===== config.mk =====
export PLATFORM = sky130hd
export DESIGN_NAME = scs_ctrl
export DESIGN_NICKNAME = d
export VERILOG_FILES = /design/src/scs_pkg.sv /design/src/scs_ctrl.sv
export SDC_FILE = /design/constraint.sdc
export NUM_CORES = 1
export LEC_CHECK = 0
export BUFFER_PORTS_ARGS = -buffer_cell sky130_fd_sc_hd__buf_2
export CORE_UTILIZATION = 56
export CTS_BUF_LIST = sky130_fd_sc_hd__clkbuf_8
export DETAILED_ROUTE_END_ITERATION = 10
export PLACE_DENSITY = 0.95
export SYNTH_ARGS = -nofsm -noshare
export SYNTH_HDL_FRONTEND = slang
export SYNTH_SLANG_ARGS = --single-unit

===== constraint.sdc =====
create_clock -name clk -period 4.18 [get_ports clk]
set_input_delay 0.627 -clock clk [delete_from_list [all_inputs] [get_ports clk]]
set_output_delay 0.627 -clock clk [all_outputs]
set_load 0.01 [all_outputs]

===== src/scs_pkg.sv =====
// ----------------------------------------------------------------------------
// scs_pkg
// Shared types and constants for the stack calculator: instruction and status
// codes, fixed-point limits, and the command/status bundles between the
// controller and the datapath.
// ----------------------------------------------------------------------------
package scs_pkg;

  localparam int STACK_DEPTH_DEF = 256;
  localparam int DATA_W          = 32;
  localparam int FRAC_W          = 16;
  localparam int DEPTH_W         = 9;
  localparam int DIV_BITS        = DATA_W + FRAC_W;
  localparam int DIV_CNT_W       = $clog2(DIV_BITS);

  localparam logic signed [DATA_W-1:0] Q_MAX = {1'b0, {(DATA_W-1){1'b1}}};
  localparam logic signed [DATA_W-1:0] Q_MIN = {1'b1, {(DATA_W-1){1'b0}}};

  typedef enum logic [2:0] {
    OP_PUSH = 3'd0,
    OP_NEG  = 3'd1,
    OP_ADD  = 3'd2,
    OP_SUB  = 3'd3,
    OP_MUL  = 3'd4,
    OP_DIV  = 3'd5,
    OP_RET  = 3'd6
  } op_t;

  typedef enum logic [1:0] {
    ST_OK    = 2'd0,
    ST_UNDER = 2'd1,
    ST_FULL  = 2'd2,
    ST_DIVZ  = 2'd3
  } status_t;

  // controller -> datapath
  typedef struct packed {
    op_t     op;
    status_t status;
    logic    fin;
    logic    load_in;
    logic    do_push;
    logic    do_neg;
    logic    do_ret;
    logic    lat_first;
    logic    exec;
    logic    mul_fin;
    logic    div_step;
    logic    div_fin;
    logic    wb;
    logic    out_load;
  } cmd_t;

  // datapath -> controller
  typedef struct packed {
    logic count_zero;
    logic count_lt2;
    logic count_full;
    logic top_zero;
    logic div_last;
  } dp_sts_t;

endpackage


===== src/scs_ctrl.sv =====
// ----------------------------------------------------------------------------
// scs_ctrl
// Instruction sequencer: decodes one instruction, checks stack bounds and
// steps the datapath through read, execute, write-back and result transfer.
// ----------------------------------------------------------------------------
module scs_ctrl (
  input  logic                   clk,
  input  logic                   rst_n,
  input  logic                   in_valid,
  output logic                   in_ready,
  input  logic [2:0]             in_func,
  output logic                   out_valid,
  input  logic                   out_ready,
  input  scs_pkg::dp_sts_t       sts,
  output scs_pkg::cmd_t          cmd
);

  typedef enum logic [8:0] {
    S_IDLE   = 9'b000000001,
    S_DECODE = 9'b000000010,
    S_READ   = 9'b000000100,
    S_EXEC   = 9'b000001000,
    S_MUL    = 9'b000010000,
    S_DIV    = 9'b000100000,
    S_DIVFIN = 9'b001000000,
    S_WB     = 9'b010000000,
    S_DONE   = 9'b100000000
  } state_t;

  state_t                state_r, state_nxt;
  scs_pkg::op_t          op_r, op_nxt;
  scs_pkg::status_t      st_r, st_nxt;
  logic                  fin_r, fin_nxt;
  logic                  out_valid_r, out_valid_nxt;

  always_comb begin
    state_nxt   = state_r;
    op_nxt      = op_r;
    st_nxt      = st_r;
    fin_nxt     = fin_r;
    cmd         = '0;
    cmd.op      = op_r;
    cmd.status  = st_r;
    cmd.fin     = fin_r;
    case (state_r)
      S_IDLE: begin
        if (in_valid) begin
          cmd.load_in = 1'b1;
          op_nxt      = scs_pkg::op_t'(in_func);
          st_nxt      = scs_pkg::ST_OK;
          fin_nxt     = 1'b0;
          state_nxt   = S_DECODE;
        end
      end
      S_DECODE: begin
        state_nxt = S_DONE;
        case (op_r)
          scs_pkg::OP_PUSH: begin
            if (sts.count_full) st_nxt = scs_pkg::ST_FULL;
            else cmd.do_push = 1'b1;
          end
          scs_pkg::OP_NEG: begin
            if (sts.count_zero) st_nxt = scs_pkg::ST_UNDER;
            else cmd.do_neg = 1'b1;
          end
          scs_pkg::OP_ADD, scs_pkg::OP_SUB, scs_pkg::OP_MUL, scs_pkg::OP_DIV: begin
            if (sts.count_lt2) begin
              st_nxt = scs_pkg::ST_UNDER;
            end else if (op_r == scs_pkg::OP_DIV && sts.top_zero) begin
              st_nxt = scs_pkg::ST_DIVZ;
            end else begin
              // ram is addressed at the entry below the top, data lands next cycle
              state_nxt = S_READ;
            end
          end
          scs_pkg::OP_RET: begin
            if (sts.count_zero) begin
              st_nxt = scs_pkg::ST_UNDER;
            end else begin
              cmd.do_ret = 1'b1;
              fin_nxt    = 1'b1;
            end
          end
          default: ;
        endcase
      end
      S_READ: begin
        cmd.lat_first = 1'b1;
        state_nxt     = S_EXEC;
      end
      S_EXEC: begin
        cmd.exec = 1'b1;
        case (op_r)
          scs_pkg::OP_MUL: state_nxt = S_MUL;
          scs_pkg::OP_DIV: state_nxt = S_DIV;
          default:         state_nxt = S_WB;
        endcase
      end
      S_MUL: begin
        cmd.mul_fin = 1'b1;
        state_nxt   = S_WB;
      end
      S_DIV: begin
        cmd.div_step = 1'b1;
        if (sts.div_last) state_nxt = S_DIVFIN;
      end
      S_DIVFIN: begin
        cmd.div_fin = 1'b1;
        state_nxt   = S_WB;
      end
      S_WB: begin
        cmd.wb    = 1'b1;
        state_nxt = S_DONE;
      end
      S_DONE: begin
        if (!out_valid_r || out_ready) begin
          cmd.out_load = 1'b1;
          state_nxt    = S_IDLE;
        end
      end
      default: state_nxt = S_IDLE;
    endcase
  end

  always_comb begin
    if (cmd.out_load) out_valid_nxt = 1'b1;
    else if (out_ready) out_valid_nxt = 1'b0;
    else out_valid_nxt = out_valid_r;
  end

  always_ff @(posedge clk) begin
    if (!rst_n) begin
      state_r     <= S_IDLE;
      op_r        <= scs_pkg::OP_PUSH;
      st_r        <= scs_pkg::ST_OK;
      fin_r       <= 1'b0;
      out_valid_r <= 1'b0;
    end else begin
      state_r     <= state_nxt;
      op_r        <= op_nxt;
      st_r        <= st_nxt;
      fin_r       <= fin_nxt;
      out_valid_r <= out_valid_nxt;
    end
  end

  assign in_ready  = (state_r == S_IDLE);
  assign out_valid = out_valid_r;

endmodule


### Yosys cells after proc, flatten, opt, wreduce, memory -nomap -nowiden

Index checks and enable logic that the tools add are counted.

* equal/unequal tests: 24
* muxes and demuxes: 37
* reductions and logical operators: 13

Operators with widths (number)
* one-hot mux 9 bit (8 select lines): 1
* two-way mux 9 bit: 6
* two-way mux 1 bit: 20
* one-hot mux 8 bit (2 select lines): 1
* two-way mux 2 bit: 5
* equality test 3 bit, second input constant: 3
* equality test 9 x 1 -> 1 bit, second input constant: 1
* equality test 9 x 2 -> 1 bit, second input constant: 1
* equality test 9 x 3 -> 1 bit, second input constant: 1
* equality test 9 x 4 -> 1 bit, second input constant: 1
* equality test 9 x 5 -> 1 bit, second input constant: 1
* equality test 9 x 6 -> 1 bit, second input constant: 1
* equality test 9 x 7 -> 1 bit, second input constant: 1
* equality test 9 x 8 -> 1 bit, second input constant: 1
* equality test 9 bit, second input constant: 1
* inequality test 2 bit, second input constant: 4
* equality test 3 x 2 -> 1 bit, second input constant: 2
* inequality test 3 bit, second input constant: 2
* one-hot mux 2 bit (3 select lines): 1
* AND reduction 6 bit: 1
* inequality test 4 x 2 -> 1 bit, second input constant: 1
* inequality test 4 bit, second input constant: 1
* one-hot mux 2 bit (2 select lines): 1
* AND reduction 4 bit: 1
* other kinds (13): 15

* logic and storage cells: 79
* flip-flop bits (word level): 16
* bits of input ports: 12

### Depth between registers and ports, before layout

* depth in word-level cells: 6
* depth in mapped cells: 8
* mapped depth without buffers: 7

### Worst setup path before layout

OpenSTA, ideal clock, no wires.

* path type: reg2out
* from: reg state_r[4]
* to: out cmd[9] (netlist bit)
* buffers on the path: 0
* data required time: 3.553 ns
* arrival: 1.512 ns
* stages on the path, launching flop included: 5
* setup slack: 2.041 ns
* cells stage by stage: dfxtp_1 > or3_4 > nor3_4 > nand2_2 > nor4b_1

RTL lines
* start, declared: line scs_ctrl.sv:30 `state_t state_r, state_nxt;`
* start signal, assigned: line scs_ctrl.sv:139 `state_r <= state_nxt;`
* end, declared: line scs_ctrl.sv:15 `output scs_pkg::cmd_t cmd`

==> impl_metrics.json <==
{
  "design.die.area_sq_mm": 0.001942,
  "period_share_pct": 59.20,
  "multiInputGateArea_sq_um": 606.8,
  "maxCapViolCount": 0,
  "area_growth_pct": 19.70,
  "min_path_type": "reg2reg",
  "grt_pass1_vias": 944,
  "cts_buffer_depth": 2,
  "synth_top_area_cell": "dfxtp_1",
  "p_leak_nw": 0.5285,
  "final.min_clock_period_ns": 2.475,
  "h-tree-depth": 1,
  "drtIter0Drc": 40,
  "grt-ovfl-total": 0,
  "final-setup-viol-count": 0,
  "clock_skew_ns": 0.004145,
  "slew_violations": 0,
  "pin_count": 31,
  "async_flop_share_pct": 0,
  "syn_inst": 124,
  "ys_ff_latch": 16,
  "die_y_microns": 44.07,
  "drt-total-wl_microns": 2416,
  "cts_setup_buffers": 0,
  "synthTopCellsByArea": "dfxtp_1 (32%), nor3_1 (4.5%), nand2_1 (4.5%)",
  "clock-sinks": 16,
  "netlist_area_sq_um": 991.0,
  "synth_common_cells": "dfxtp_1 (16), nand2_1 (12), nor2_1 (10), nor3_1 (9), inv_1 (8)",
  "fp.coreArea_sq_mm": 0.001577,
  "ir_drop_mv": 0.2988,
  "tns_ns": 0,
  "place_congestion": 1.004,
  "cp_max_fo": 6,
  "cts_tree": "built",
  "synth_edf_count": 0,
  "grt_usage_pct": 26.92,
  "hpwl_microns": 1803,
  "remaining_drc_errors": 0,
  "synth_top_area_share_pct": 32.32,
  "cp-start-kind": "flop",
  "fillers": 118,
  "cts_root_buf": "clkbuf_8",
  "antenna_found_initial": 0,
  "grt_pass1_wl_microns": 3843,
  "final_cells": 168,
  "cts.reportedPaths.clkPinSlew_ns": 0.07,
  "fmax_ghz": 0.4041,
  "slowest_delay_ns": 0.44,
  "initial_utilization_pct": 62.86,
  "vias_per_cell": 6.280,
  "dp_cells": 164,
  "arrival_ns": 1.85,
  "vias": 1055,
  "ys_warn_count": 0,
  "tightest_slew_ns": 0.4226,
  "yosys.cell_count.top_type": "dfxtp_1",
  "yosysSeqAreaShare_pct": 32.32,
  "syn_nets": 137,
  "synth-main-ff-cell": "dfxtp_1",
  "cts_made_buffers": 3,
  "wl_per_cell_microns": 14.38,
  "rows": 14,
  "drive_above_1_share_pct": 27.63,
  "die_x_microns": 44.07,
  "diodes": 0,
  "worstPathRequired_ns": 3.55,
  "synth_cell_types": 38,
  "hold_viol": 0,
  "nets": 166,
  "clock_latency_ns": 0.25,
  "ctsResizeCount": 0,
  "portBuffers": 30,
  "status": "completed",
  "hold_buffers": 0,
  "final_core_util_pct": 75.24,
  "p_per_area_mw_per_mm2": 360.0,
  "critical_path_class": "reg2out",
  "register_area_sq_um": 320.3,
  "first_pass_iters": 7,
  "crit_path_end_kind": "output port",
  "slew_headroom_pct": 71.61,
  "ant_nets": 0,
  "path_cells": "or3_4 > nor3_4 > nand2_2 > nor4_4 > buf_2",
  "rsz0062_at_grt": "no",
  "slowest_stage": "or3_4",
  "grt_max_degree": 17,
  "syn_area_per_cell_sq_um": 7.992
}
## layout make-up
type                       instances  area share, %
clock buffer                       4          4.641
inverter                           9          2.848
multi-input combinational         93          51.16
sequential                        16          27.00
tap                               16          1.688
timing repair buffer              30          12.66
## cells in the final DEF, fill, tap and decap left out, types with 3 or more instances in the layout
cell / count
nor3_1: 9
nor2b_1: 7
inv_1: 8
buf_2: 30
nand4_1: 5
nor2_1: 10
clkbuf_8: 4
o21ai_0: 3
nor4b_1: 4
a21oi_1: 3
dfxtp_1: 16
nand2b_1: 4
nand2_1: 12
mux2i_1: 3
## critical path: cells and delay by family (launching register included)
kind	cells	cell delay (ns)
AND/OR/NAND/NOR	4	1.06
buffers and inverters	1	0.17
flip-flops	1	0.36
## sequential cells by signal, summed over array words and instances (netlist names)
signal / flops
st_r: 2
out_valid: 1
fin_r: 1
state_r: 9
op_r: 3
## final timing paths
kind | slack (ns) | endpoint | start | cells past startpoint
worst max-delay path | 1.71 | cmd[7] | state_r[4] | 5
worst min-delay path | 0.55 | out_valid | out_valid | 2
worst max register to register | 2.28 | st_r[1] | op_r[1] | 7
worst min register to register | 0.55 | out_valid | out_valid | 2
## through the flow
stage	hold WS [ns]	setup WS (ns)	power (W)	instance area, sq um
after floorplan	0.5329	2.041	0.0002560	991.0
final	0.5499	1.705	0.0004270	1186
after global placement	0.5032	2.060	0.0002816	1131
after detailed placement	0.5297	2.007	0.0002867	1131
after CTS	0.5606	1.704	0.0004239	1186
after global routing	0.5866	1.562	0.0004470	1186
## cell families after synthesis
group	Yosys count	share of synthesized area [%]
flops	16	32.32
compound gates	21	15.78
simple gates	66	39.39
mux	3	3.030
xor+xnor	2	1.768
buf+inv	15	6.438
fa+ha+maj	1	1.262
## power breakdown
group | internal, W | total [W] | switching, W
combinational | 0.0000464 | 0.000111 | 0.0000651
clock | 0.0000837 | 0.000140 | 0.0000558
sequential | 0.000161 | 0.000176 | 0.0000153
total | 0.000291 | 0.000427 | 0.000136
## layer usage
| metal | track usage, % | wire (microns) | part of all wire [%] |
|---|---|---|---|
| met1 | 28.02 | 957 | 40 |
| met3 | 4.898 | 140 | 5.8 |
| met2 | 49.12 | 1218 | 50 |
| met5 | 0 | 0 | 0 |
| met4 | 16.97 | 99 | 4.1 |
Power figures use the tool's default switching activity.
